**config.mk**
```make
export PLATFORM = sky130hd
export DESIGN_NAME = mlfq_tmem
export DESIGN_NICKNAME = d
export VERILOG_FILES = /design/src/rtl/mlfq_tmem.sv
export SDC_FILE = /design/constraint.sdc
export NUM_CORES = 2
export LEC_CHECK = 0
export ABC_AREA = 1
export BUFFER_PORTS_ARGS = -buffer_cell sky130_fd_sc_hd__buf_2
export CORE_MARGIN = 5
export CORE_UTILIZATION = 55
export CTS_BUF_LIST = sky130_fd_sc_hd__clkbuf_2
export DETAILED_ROUTE_END_ITERATION = 6
export PLACE_DENSITY_LB_ADDON = 0.1
export SYNTH_ARGS = -nofsm -noshare
export SYNTH_HDL_FRONTEND = slang
export SYNTH_SLANG_ARGS = --single-unit
```
**constraint.sdc**
```tcl
create_clock -name clk -period 8.6 [get_ports clk]
set_clock_uncertainty 0.2 [all_clocks]
set_input_delay 2.58 -clock clk [delete_from_list [all_inputs] [get_ports clk]]
set_output_delay 2.58 -clock clk [all_outputs]
set_load 0.05 [all_outputs]
```
**src/rtl/mlfq_tmem.sv**
```systemverilog
// Task memory holding each task's level and run time, with a clearing sweep after reset.
module mlfq_tmem #(
  parameter int NUM_TASKS = 64,
  parameter int ENTRY_W   = 34
) (
  input  logic                         clk,
  input  logic                         rst,
  input  logic                         rd_en,
  input  logic [$clog2(NUM_TASKS)-1:0] rd_addr,
  output logic [ENTRY_W-1:0]           rd_data,
  input  logic                         wr_en,
  input  logic [$clog2(NUM_TASKS)-1:0] wr_addr,
  input  logic [ENTRY_W-1:0]           wr_data,
  output logic                         clearing
);
  localparam int TW = $clog2(NUM_TASKS);
  localparam logic [TW-1:0] LAST_ADDR = TW'(NUM_TASKS - 1);

  logic [ENTRY_W-1:0] mem [NUM_TASKS];
  logic [TW-1:0]      clr_idx;

  // Sweep counter that walks every entry once after reset.
  always_ff @(posedge clk) begin
    if (rst) begin
      clearing <= 1'b1;
      clr_idx  <= '0;
    end else if (clearing) begin
      if (clr_idx == LAST_ADDR) begin
        clearing <= 1'b0;
      end else begin
        clr_idx <= clr_idx + TW'(1);
      end
    end
  end

  // Single write port, single registered read port.
  always_ff @(posedge clk) begin
    if (clearing) begin
      mem[clr_idx] <= '0;
    end else if (wr_en) begin
      mem[wr_addr] <= wr_data;
    end
    if (rd_en) begin
      rd_data <= mem[rd_addr];
    end
  end

endmodule

```
=== Yosys cells after proc, flatten, opt, wreduce, memory -nomap -nowiden ===
Memories as Yosys holds them, arrays and structs flattened. A register that Yosys moved wholly into a read port is not among the register bits.
Index checks and enable logic that the tools add are counted.

* Flip-flop bits (word level): 7
* RAM bits: 2176
* Bits of input ports: 50
* Logic and storage cells: 18
* Memories: 1

* $add $sub $neg: 1
* Equality and inequality tests: 1
* Muxes and demuxes: 10
* Bitwise gates (word level): 1
* Reductions and logical operators: 2

{| class="wikitable"
|+ Memory list
! name !! depth !! bits a word !! rd ports !! clocked after memory_dff !! write ports !! line !! source
|-
| mem || 64 || 34 || 1 || 1 || 1 || 19 || <nowiki>logic [ENTRY_W-1:0] mem [NUM_TASKS];</nowiki>
|}

{| class="wikitable"
|+ Operators with widths
! operator !! count
|-
| $mux 34 || 1
|-
| $reduce_or 34->1 || 1
|-
| $mux 1 || 8
|-
| $add 6x1->6 const B || 1
|-
| $eq 6x6->1 const B || 1
|-
| $mux 6 || 1
|-
| $reduce_and 2->1 || 1
|-
| $not 1->1 || 1
|}

=== Logic depth before layout (Yosys ltp) ===
* Depth in word-level cells: 5
* Gate-level depth with buffers: 13
* Depth with buffers taken out: 9

=== Least setup slack after synthesis ===
Ideal clock, no wire load.

* Kind: input -> register
* From: in wr_en
* To: mem mem[42][0] (enable)
* Data arrival time: 6627 ps
* Data required time: 7889 ps
* Slack: 1262 ps
* Stages on the path: 6
* Path through: nand2_4 -> buf_2 -> nand2_1 -> o21ai_2 -> inv_1 -> nor4_1

* Longest elaborated chain between the ends: 5

{| class="wikitable"
|+ Ends and longest elaborated chain
! element !! line !! source
|-
| start, declared || 11 || <nowiki>input logic wr_en,</nowiki>
|-
| $mux 1 (*) || 40 || <nowiki>end else if (wr_en) begin</nowiki>
|-
| $mux 1 (*) || 38 || <nowiki>if (clearing) begin</nowiki>
|-
| $mux 1 (not written as such) (*) || 41 || <nowiki>mem[wr_addr] <= wr_data;</nowiki>
|-
| $reduce_or 34->1 (no source line) || - ||
|-
| $mux 6 (no source line) / $mux 1 (equally long branches) || - ||
|-
| end, declared || 19 ||
|}

Every way passes the cells marked *; elsewhere a longest branch is shown, timed or not.

=== Worst setup path after layout ===
* From: reg rd_data[6] (read register of mem)
* To: out rd_data[6]

{| class="wikitable"
|+ RTL lines
! element !! line !! source
|-
| start, declared || 10 || <nowiki>output logic [ENTRY_W-1:0] rd_data,</nowiki>
|}

No word-level cell between the ends.

==> out/results.txt <==
leakage power = 35.2 nW
sequential fraction of the synthesis area = 0.748
Ys Warns = 0
max incr delay on CP = 540 ps
Synth Cell Area = 89000 µm²
run status = finished, final reports clean
CP bufs+invs = 1
Final Net Count = 7724
CTS Buf Count = 576
Area growth syn-to-layout = 8.63%
GPL Wtd Cong = 0.840
Root Driver = clkbuf_2
HP Class = flop to flop
CTS Buffer Depth = 4
RSZ-0062 raised after global routing = false
Resize count post-CTS = 0
pin count of the biggest net entering global routing = 193
max-cap violations = 0
Seq cells post-synth = 2217
CTS clk-pin slew, worst paths = 100 ps
commonest non-fill, non-tap cells in the layout = nand2_1 (2438), edfxtp_1 (2210), nand3_1 (2009)
Die Width = 412 µm
vias in the first global route = 57.9k
Net Count, Synth = 7386
critical path fanouts, max = 1
initial antenna violation count = 5
hpwl dp = 123 mm
Tmin final = 5450 ps
Starting Density = 0.553
DR DRC count = 0
Slew Limit Fails = 0
DR iter-0 viols = 6877
port buffer count = 84
Arr. time, crit path = 2670 ps
most common cell after layout, fill and taps aside = nand2_1
Worst Path Required = 5820 ps
worst-margin pin slew = 1280 ps
fmax = 0.183 GHz
Critical Path Slowest Stage Cell = edfxtp_1
total design power = 19.8 mW
total wire length = 246 mm
CTS Sinks = 2217
H-tree depth = 6
Non-Filler Instances = 10.2k
via count = 59.5k
critical path launch point type = flop
reg2reg path depth = 7
fraction of layout cells with a size suffix above 1 = 0.149
drt via density = 5.85
first-pass GRT wire length = 365 mm
GR Overflow Total = 0
DR WL/cell = 24.2 µm
final period utilization = 0.634
GR Util All Layers = 0.288
CP delay by family, top = flip-flops
Placed Cells incl. Taps = 9255
crit path capture type = output port
Slew headroom = 0.144
Core Footprint = 161000 µm²
Fin. Hold Viols = 0
CP Class = flop to output port
Gate Count Post-Synth = 7335
power density cells = 205 nW/µm²
CTS tree = done
post-route ant nets = 0
CP Depth = 1
Die ar. = 170000 µm²
worst-skew pair later-pin latency = 1800 ps
# IOs = 85
DRT Pass-1 Iters = 6
final setup vio count = 0
final setup TNS = 0 ps
row count = 147
Die Height = 412 µm
# hold bufs at CTS = 0
postcts setup bufs = 0
Mapped Avg Cell Area = 12.1 µm²
CP Cell Sequence = buf_2
post-synth cell types = 25
Hold Crit Depth = 2
Max IR drop VDD = 0.000122 V
power breakdown:
| group | leakage [nW] | internal, mW | total, mW | switching [mW] |
|---|---|---|---|---|
| clock | 3.70 | 2.70 | 6.81 | 4.12 |
| sequential | 18.7 | 11.8 | 11.8 | 0.0322 |
| combinational | 12.8 | 0.314 | 1.22 | 0.907 |
| total | 35.2 | 14.8 | 19.8 | 5.06 |
cell usage after synthesis:
| library cell | n | share of area |
|---|---|---|
| inv_2 | 5 | 0.00021 |
| nand3_1 | 2009 | 0.11 |
| nand4_1 | 9 | 0.00063 |
| dfxtp_1 | 7 | 0.0016 |
| inv_1 | 50 | 0.0021 |
| xor2_1 | 2 | 0.00020 |
| edfxtp_1 | 2210 | 0.75 |
| buf_6 | 15 | 0.0019 |
| buf_4 | 42 | 0.0035 |
| clkbuf_1 | 92 | 0.0039 |
| o21ai_2 | 4 | 0.00039 |
| clkinv_1 | 1 | 0.000042 |
| ha_1 | 1 | 0.00014 |
| or2_2 | 1 | 0.000070 |
| buf_2 | 278 | 0.016 |
| nand2_4 | 1 | 0.00013 |
| inv_4 | 1 | 0.000070 |
| nor3_1 | 3 | 0.00017 |
| o21ai_0 | 5 | 0.00028 |
| nor2_1 | 98 | 0.0041 |
| buf_1 | 51 | 0.0022 |
| a21oi_1 | 3 | 0.00017 |
| nand2_1 | 2438 | 0.10 |
| o21ai_1 | 1 | 0.000056 |
| nor4_1 | 8 | 0.00056 |
through the flow:
stage	hold WS, ps	setup slack [ps]	instance area (µm²)	utilization
after floorplan	248	1260	89000	-
after global placement	262	2310	91900	0.572
after detailed placement	282	2230	91900	0.572
after CTS	297	2850	96600	0.601
after global routing	318	2950	96600	0.601
final	297	3150	96600	0.601
final timing paths:
kind / from / endpoint / slack [ps]
hold / removal: clr_idx[4] / clr_idx[4] / 300
setup / recovery: rd_data[6] / rd_data[6] / 3150
hold reg to reg: clr_idx[4] / clr_idx[4] / 300
setup reg to reg: clearing / mem[56][22] / 4530
cell families (layout without fill, tap and decap cells):
| family | count (synthesis) | after routing | share of synthesized area |
|---|---|---|---|
| compound gates | 13 | 13 | 0.000900 |
| xor+xnor | 2 | 2 | 0.000197 |
| fa+ha+maj | 1 | 1 | 0.000141 |
| buf+inv | 535 | 1220 | 0.0296 |
| flops | 2217 | 2217 | 0.748 |
| other cells | 0 | 6 | 0 |
| simple gates | 4567 | 4567 | 0.222 |
per-layer routing:
metal	vias up	wire length, µm	GRT usage
li1	27030	-	-
met1	29114	102000	0.414
met2	2976	114000	0.445
met3	420	22800	0.0568
met4	0	7190	0.103
met5	-	0	0
sequential cells by signal, indices dropped and copies added, names as in the netlist:
signal / cells
clearing: 1
clr_idx: 6
mem: 2176
rd_data: 34
final cells by class:
type	instances	area (µm²)
sequential	2217	66500
fill	13246	64100
multi-input combinational	4583	20500
clock buffer	811	4060
tap	2160	2700
timing repair buffer	238	1930
clock inverter	114	623
inverter	57	251
antenna	6	15.0
Note: power is estimated with default switching activity, not from simulation.
