$ cat src/rtl/mlfq_pkg.sv
// Shared constants, types and helpers of the feedback queue scheduler.
package mlfq_pkg;

  localparam int ID_W        = 6;
  localparam int DATA_W      = 32;
  localparam int BOOST_W     = 10;
  localparam int CFG_ADDR_W  = 2;
  localparam int LVL_FIELD_W = 3;

  // Configuration register indexes.
  localparam logic [CFG_ADDR_W-1:0] CFG_SLICE  = 2'd0;
  localparam logic [CFG_ADDR_W-1:0] CFG_BOOST  = 2'd1;
  localparam logic [CFG_ADDR_W-1:0] CFG_RELOAD = 2'd2;

  // Operation codes.
  localparam logic OP_ADMIT = 1'b0;
  localparam logic OP_SCHED = 1'b1;

  // Queue command from the sequencer to the queue controller.
  typedef struct packed {
    logic                   push;
    logic                   pop;
    logic [LVL_FIELD_W-1:0] push_lvl;
    logic [LVL_FIELD_W-1:0] pop_lvl;
    logic [ID_W-1:0]        push_id;
  } q_cmd_t;

  // Saturating 32-bit add.
  function automatic logic [DATA_W-1:0] sat_add(input logic [DATA_W-1:0] a,
                                                input logic [DATA_W-1:0] b);
    logic [DATA_W:0] s;
    s = {1'b0, a} + {1'b0, b};
    return s[DATA_W] ? '1 : s[DATA_W-1:0];
  endfunction

endpackage

$ cat src/rtl/mlfq_qctl.sv
// Per-level circular queues: pointer registers and the shared slot memory.
module mlfq_qctl #(
  parameter int NUM_TASKS  = 64,
  parameter int NUM_LEVELS = 4
) (
  input  logic                      clk,
  input  logic                      rst,
  input  mlfq_pkg::q_cmd_t          cmd,
  output logic [mlfq_pkg::ID_W-1:0] pop_id,
  output logic [NUM_LEVELS-1:0]     empty
);
  import mlfq_pkg::*;

  localparam int TW = $clog2(NUM_TASKS);
  localparam int LW = $clog2(NUM_LEVELS);
  localparam logic [TW-1:0] LAST_SLOT = TW'(NUM_TASKS - 1);

  logic [TW-1:0]   head [NUM_LEVELS];
  logic [TW-1:0]   tail [NUM_LEVELS];
  logic [ID_W-1:0] slots [NUM_LEVELS][NUM_TASKS];

  logic [LW-1:0] plvl;
  logic [LW-1:0] qlvl;
  logic [TW-1:0] tail_inc;
  logic [TW-1:0] wr_idx;
  logic          wr_en;

  function automatic logic [TW-1:0] ring_inc(input logic [TW-1:0] p);
    return (p == LAST_SLOT) ? '0 : p + TW'(1);
  endfunction

  // Work out where a push lands; a push into a full queue is dropped.
  always_comb begin
    plvl     = LW'(cmd.push_lvl);
    qlvl     = LW'(cmd.pop_lvl);
    tail_inc = ring_inc(tail[plvl]);
    wr_en    = 1'b0;
    wr_idx   = '0;
    if (cmd.push) begin
      if (empty[plvl]) begin
        wr_en = 1'b1;
      end else if (tail_inc != head[plvl]) begin
        wr_en  = 1'b1;
        wr_idx = tail_inc;
      end
    end
  end

  // Head, tail and empty flags of every level.
  always_ff @(posedge clk) begin
    if (rst) begin
      for (int l = 0; l < NUM_LEVELS; l++) begin
        head[l] <= '0;
        tail[l] <= '0;
      end
      empty <= '1;
    end else begin
      if (wr_en) begin
        tail[plvl] <= wr_idx;
        if (empty[plvl]) begin
          head[plvl]  <= '0;
          empty[plvl] <= 1'b0;
        end
      end
      if (cmd.pop) begin
        if (head[qlvl] == tail[qlvl]) begin
          empty[qlvl] <= 1'b1;
        end else begin
          head[qlvl] <= ring_inc(head[qlvl]);
        end
      end
    end
  end

  // Slot memory: one write, one registered read at the popped head.
  always_ff @(posedge clk) begin
    if (wr_en) begin
      slots[plvl][wr_idx] <= cmd.push_id;
    end
    if (cmd.pop) begin
      pop_id <= slots[qlvl][head[qlvl]];
    end
  end

endmodule

$ cat config.mk
export PLATFORM = sky130hd
export DESIGN_NAME = mlfq_qctl
export DESIGN_NICKNAME = d
export VERILOG_FILES = /design/src/rtl/mlfq_pkg.sv /design/src/rtl/mlfq_qctl.sv
export SDC_FILE = /design/constraint.sdc
export NUM_CORES = 2
export LEC_CHECK = 0
export ABC_AREA = 1
export CAP_MARGIN = 10
export CORE_ASPECT_RATIO = 1.25
export CORE_MARGIN = 3
export CORE_UTILIZATION = 62
export CTS_BUF_LIST = sky130_fd_sc_hd__clkbuf_4 sky130_fd_sc_hd__clkbuf_8
export DETAILED_ROUTE_END_ITERATION = 10
export DONT_BUFFER_PORTS = 1
export PLACE_DENSITY = 0.78
export SYNTH_ARGS = -nofsm -noshare
export SYNTH_HDL_FRONTEND = slang
export SYNTH_SLANG_ARGS = --single-unit
$ cat constraint.sdc
create_clock -name clk -period 8.7 [get_ports clk]
set_input_delay 2.175 -clock clk [delete_from_list [all_inputs] [get_ports clk]]
set_output_delay 2.175 -clock clk [all_outputs]
set_load 0.01 [all_outputs]
Word level (Yosys, flattened, before mapping). Memory sizes are Yosys's and may differ from the RTL's. Cells that the tools add are included.

Memory bits (writable): 1584. Output and inout bits: 10. Flip-flop bits (word level): 10. Memories kept: 3. Bits of input ports: 16. Word-level logic and storage cells: 76.

Memory list: slots (words 4, width 384, rd ports 1, clocked after Yosys merged registers in 0, write ports 1, RTL line mlfq_qctl.sv:20) `logic [ID_W-1:0] slots [NUM_LEVELS][NUM_TASKS];`; head (words 4, width 6, rd ports 2, clocked after Yosys merged registers in 0, write ports 4, RTL line mlfq_qctl.sv:18) `logic [TW-1:0] head [NUM_LEVELS];`; tail (words 4, width 6, rd ports 2, clocked after Yosys merged registers in 0, write ports 4, RTL line mlfq_qctl.sv:19) `logic [TW-1:0] tail [NUM_LEVELS];`.

$lt $le $gt $ge: 7. Equality and inequality tests: 4. Reduce and logical (&&, ||, !) cells: 6. Bitwise operators: 5. Add/subtract/negate cells: 2. Multiplexer cells: 47.

Operator list (number): $mux 384 (1); $mux 6 (11); $bmux 6 s6 (1); $demux 6 s6 (1); $mux 1 (22); $mux 4 (5); $reduce_or 6->1 (3); $ge 7x7->1 const B (2); $not 6->7 (2); $add 6x1->6 const B (2); $eq 6x6->1 const B (2); $lt 7x1->1 const B (1); $eq 6x6->1 (1); $lt 2x3->1 const B (2); $mux 2 (3); $ne 6x6->1 (1); $and 4x4->4 (1); $demux 1 s2 (2); $ge 2x1->1 const B (2); $not 4->4 (1); $or 4x4->4 (1); $logic_and 1x1->1 (3); $bmux 1 s2 (1).

Longest topological paths before layout. An unclocked memory read counts as a cell.

Word-level depth: 13. Gate-level depth with buffers: 22. Mapped depth without buffers: 20.

Worst setup path after synthesis. Ideal clock, no wire load.

Kind: in2reg. Start point: input cmd[9] (netlist bit). End point: memory slots[0][282] (netlist bit), enable pin. Data arrival time: 4.596 ns. Path buffers: 3. Setup slack: 3.727 ns. Cell stages on the path: 19. Data required time: 8.323 ns. Cell sequence: buf_4 > inv_4 > buf_6 > nand2_1 > nand2_1 > nand2_1 > nand2_1 > ha_1 > inv_1 > nor2_1 > nand3_2 > nand3_1 > nand2_1 > nor2_1 > nand3_2 > buf_6 > o31ai_4 > nand2_1 > nor3_1.

Word-level cells in the longest chain between the ends: 13. Elaborated cells on any way between the ends: 22. Those cells by class: 1 x add/sub; 2 x order compare; 2 x eq/ne; 13 x mux; 1 x bitwise; 1 x reduce/logical; 2 x memory.

RTL lines: start: declaration (RTL line mlfq_qctl.sv:8) `input mlfq_pkg::q_cmd_t cmd,`; $mem_v2 4x6; $add 6x1->6 / $eq 6x6->1 (equally long branches) (RTL line mlfq_qctl.sv:29) `return (p == LAST_SLOT) ? '0 : p + TW'(1);`; $mux 6 (RTL line mlfq_qctl.sv:29); $ne 6x6->1 (RTL line mlfq_qctl.sv:42) `end else if (tail_inc != head[plvl]) begin`; $mux 6 (RTL line mlfq_qctl.sv:42); $mux 6 (RTL line mlfq_qctl.sv:40) `if (empty[plvl]) begin`; $mux 6 (RTL line mlfq_qctl.sv:39) `if (cmd.push) begin`; $not 6->7 (implied by the code) (RTL line mlfq_qctl.sv:78) `slots[plvl][wr_idx] <= cmd.push_id;`; $ge 7x7->1 (implied by the code) / $lt 7x1->1 (equally long branches) (RTL line mlfq_qctl.sv:78); $logic_and 1x1->1 (implied by the code) (RTL line mlfq_qctl.sv:78); $mux 6 (implied by the code) (RTL line mlfq_qctl.sv:78); $demux 6 s6 (RTL line mlfq_qctl.sv:78); $mux 384 (implied by the code) (RTL line mlfq_qctl.sv:78); end: declaration (RTL line mlfq_qctl.sv:20).

Parallel ways exist; a longest one is shown, timed or not. The select of a mux whose other input is x is not followed.

Final worst setup path.
Start point: input cmd[9] (netlist bit). End point: memory slots[2][375] (netlist bit), enable pin.

The elaborated chain is that of the path after synthesis.

==> metrics list <==
- The run finished with clean final reports.
- Synth area leaders: sky130_fd_sc_hd__edfxtp_1 76%, sky130_fd_sc_hd__nand2_1 8.1%, sky130_fd_sc_hd__a22oi_1 3.9%
- In this run, post-CTS repair resized a total of 0 instances.
* Clock sinks: 1,594
* Clock edge transition at the registers on the reported setup and hold paths: 0.07 ns
* Arrival time of the worst setup path: 6.38 ns
- STA classifies the critical path startpoint as an input port.
- Starting density of the core: 62.6%
- Clock tree synthesis selected as its root buffer the cell sky130_fd_sc_hd__clkbuf_8.
* DRC marker count from the first detailed-route iteration: 4,390
- Setup violation total in the final timing report: 0
- Routed wirelength normalized by instance count: 23.3 um
- Port Buf Inserts: 0
* Slew at the pin closest to its max-slew limit: 1.21 ns
- HP Start: empty[2]
- Count of max-cap constraint violations: 0
- Cell mode on critical path: sky130_fd_sc_hd__nand2_1
- Number of library cell types mapped by synthesis: 39
- In this run the tightest slew margin relative to its limit is 19.6%.
* Cell area after synthesis: 63,000 um^2
- The largest single stage delay on the critical path is 0.83 ns.
* Dominant cell type by area after synthesis: sky130_fd_sc_hd__edfxtp_1
- Using the TritonRoute via totals, the vias-per-cell ratio works out to 6.24.
- Routed Wire Length: 147,000 um
- In the finished design, the share of the clock period the worst path needs comes to 67.4%.
- Count of unresolved DRC violations after routing: 0
- Fill cells in the final layout number 6,577.
- In this run the standard cell core region covers 101,000 um^2.
* Setup fix buffers added after clock tree synthesis: 0
- Share of the core filled with cells in the final layout: 67.5%
* Worst min-delay path category: flop to flop
* Unrepaired setup endpoints after global routing: false
- Via count of the first global-routing pass: 39,379
- Clock Skew: 0.0346 ns
* Cells along the critical path: inv_4, nand2_4, buf_4, o21ai_0, inv_1, nand2_1, nand2_1, nor2_1, nand3_2, nand4_1, inv_1, nand2_1, nor2_1
- Largest buffer count on any clock path: 3
* # IOs: 26
- Yosys printed 0 warnings.
- In the final layout, the share of cells above drive strength 1 is 8.03%.
- The worst setup path is captured at a flop.
- Leakage power figure: 22.9 nW
- Required arrival time at the worst endpoint: 9.22 ns
- X dimension of the die: 291 um
- FP Rows: 130
- Most common cell in the synthesized netlist: sky130_fd_sc_hd__edfxtp_1
- Global routing consumed, over all layers together, 27.6% of the routing resources.
- The synthesized design devotes to its leading area cell type 75.8% of total area.
* Net count of the mapped netlist: 4,873
- TritonCTS built the clock tree.
* Antenna viol nets, final: 0
* Half-perimeter wire length of the detailed placement result: 77,700 um
- CTS built an H-tree with a depth of 4.
- The die covers 105,000 um^2.
- Across the VDD grid, the largest voltage drop is 0.195 mV.
- Avg Cell Area, Syn: 13.0 um^2
- Global-route wire length before repair: 222,000 um
- In this run the critical register-to-register path is launched from tail[3][0].
* Total power per unit cell area: 219 nW/um^2
- The setup path with the least slack is of type input port to flop.
- Antenna violations before repair: 1
* Y dimension of the die: 362 um
- The detailed router placed 39,336 vias in this run.
* Final count of pins violating max slew: 0
* Flip-flop cell with the highest count after synthesis: sky130_fd_sc_hd__edfxtp_1
- The first detailed-routing pass ran for 6 iterations.
- CP Max Fanout: 41
- The most critical setup path has its startpoint at cmd[9].
* Layout Area Growth over Synthesis: 7.90%
* Net count, final: 4,831
- The slowest stage of the critical path belongs to the cell sky130_fd_sc_hd__inv_1.
- In the synthesized netlist, the number of instances is 4,855.
- Fraction of the yosys area taken by sequential cells: 75.9%
- Entering global routing, the biggest net connects 257 pins.
- Buffers inserted to repair hold after CTS numbered 0.
- Routability Congestion: 0.877
- Clock Latency Late Sink: 0.90 ns
- Clock tree synthesis inserted a total of 214 buffers.
* Achievable clock frequency: 171 MHz
- Final Hold Violating Endpoints: 0
- Setup TNS after final layout: 0 ns
* Number of enable-type register cells in the synthesized netlist: 1,590
- The total overflow left after global routing is 0.
- Synth cell count leaders: 1,590 x sky130_fd_sc_hd__edfxtp_1, 1,351 x sky130_fd_sc_hd__nand2_1, 357 x sky130_fd_sc_hd__nor2_1, 351 x sky130_fd_sc_hd__nand3_1, 327 x sky130_fd_sc_hd__a22oi_1
- In the synthesized netlist the async set-or-reset flop fraction comes to 0%.
* Number of storage elements in the synthesis netlist: 1,594
- Time the final worst path needs with I/O delays and setup: 5.86 ns
==> cell families (layout without fill, tap and decap cells) <==
logic type | count (synthesis) | in the layout | synth area share [%]
and+or+nand+nor | 2210 | 2210 | 14.6
DFF | 1594 | 1594 | 75.9
AOI/OAI and AO/OA | 690 | 690 | 7.18
buffers and inverters | 350 | 474 | 2.16
xor gates and xnor gates | 9 | 9 | 0.125
adders and majority gates | 2 | 2 | 0.0397
other | 0 | 1 | 0
==> worst max-delay path, delay by kind of cell <==
kind | cells | cell delay, ns
AOI/OAI and AO/OA | 1 | 0.30
and+or+nand+nor | 8 | 2.06
buffers and inverters | 4 | 1.79
==> area by class of cell <==
cell class | count | area, um^2 | area share [%]
inverter | 60 | 258 | 0.379
clock buffer | 282 | 3490 | 5.14
sequential | 1594 | 47800 | 70.4
antenna | 1 | 2.50 | 0.00368
clock inverter | 100 | 548 | 0.806
tap | 1320 | 1650 | 2.43
timing repair buffer | 32 | 315 | 0.464
multi-input combinational | 2911 | 13900 | 20.4
==> power breakdown <==
group | internal, W | switching (W) | total [W]
Clock | 0.00272 | 0.00263 | 0.00534
Combinational | 0.000269 | 0.000779 | 0.00105
Sequential | 0.00849 | 0.0000249 | 0.00851
==> path summary, 6_finish.rpt <==
path | depth (start not counted) | endpoint | slack [ns]
worst max-delay path | 13 | slots[2][375] | 2.84
worst min register to register | 2 | empty[2] | 0.52
worst max register to register | 17 | slots[2][375] | 4.42
worst min-delay path | 2 | empty[2] | 0.52
==> layout by cell type (no fill, tap or decap), types with 8 or more instances in the layout <==
cell	instances
sky130_fd_sc_hd__nand2_1	1348
sky130_fd_sc_hd__clkbuf_8	220
sky130_fd_sc_hd__inv_1	45
sky130_fd_sc_hd__buf_4	26
sky130_fd_sc_hd__nand3_1	351
sky130_fd_sc_hd__a21oi_1	261
sky130_fd_sc_hd__clkinv_1	65
sky130_fd_sc_hd__o211ai_1	68
sky130_fd_sc_hd__nor2_1	356
sky130_fd_sc_hd__nand4_1	114
sky130_fd_sc_hd__nand2_2	9
sky130_fd_sc_hd__edfxtp_1	1590
sky130_fd_sc_hd__o22ai_1	8
sky130_fd_sc_hd__a22oi_1	327
sky130_fd_sc_hd__clkinv_2	24
sky130_fd_sc_hd__clkbuf_4	62
==> registers in the layout, summed over array words and instances (netlist names) <==
signal / flops
tail: 24
pop_id: 6
head: 24
empty: 4
slots: 1536
==> through the flow <==
step / total power [W] / instances / setup WS [ns] / instance area, um^2 / hold WS, ns
3_3_place_gp: 0.00967 / 5917 / 2.07 / 63900 / 0.507
2_1_floorplan: 0.00934 / 4855 / 3.73 / 63000 / 0.481
5_1_grt: 0.0153 / 6300 / 2.85 / 68000 / 0.543
4_1_cts: 0.0149 / 6299 / 2.98 / 68000 / 0.520
3_5_place_dp: 0.00969 / 5917 / 2.00 / 63900 / 0.506
6_report: 0.0149 / 6300 / 2.84 / 68000 / 0.520
==> metal layers <==
layer  wire, um  GRT usage [%]  share of wire, %
met2      74200           47.1                50
met4       6920           13.9               4.7
met5          0              0                 0
met1      52200           33.7                35
met3      13700           5.65               9.3
Note: power is estimated with default switching activity, not from simulation.
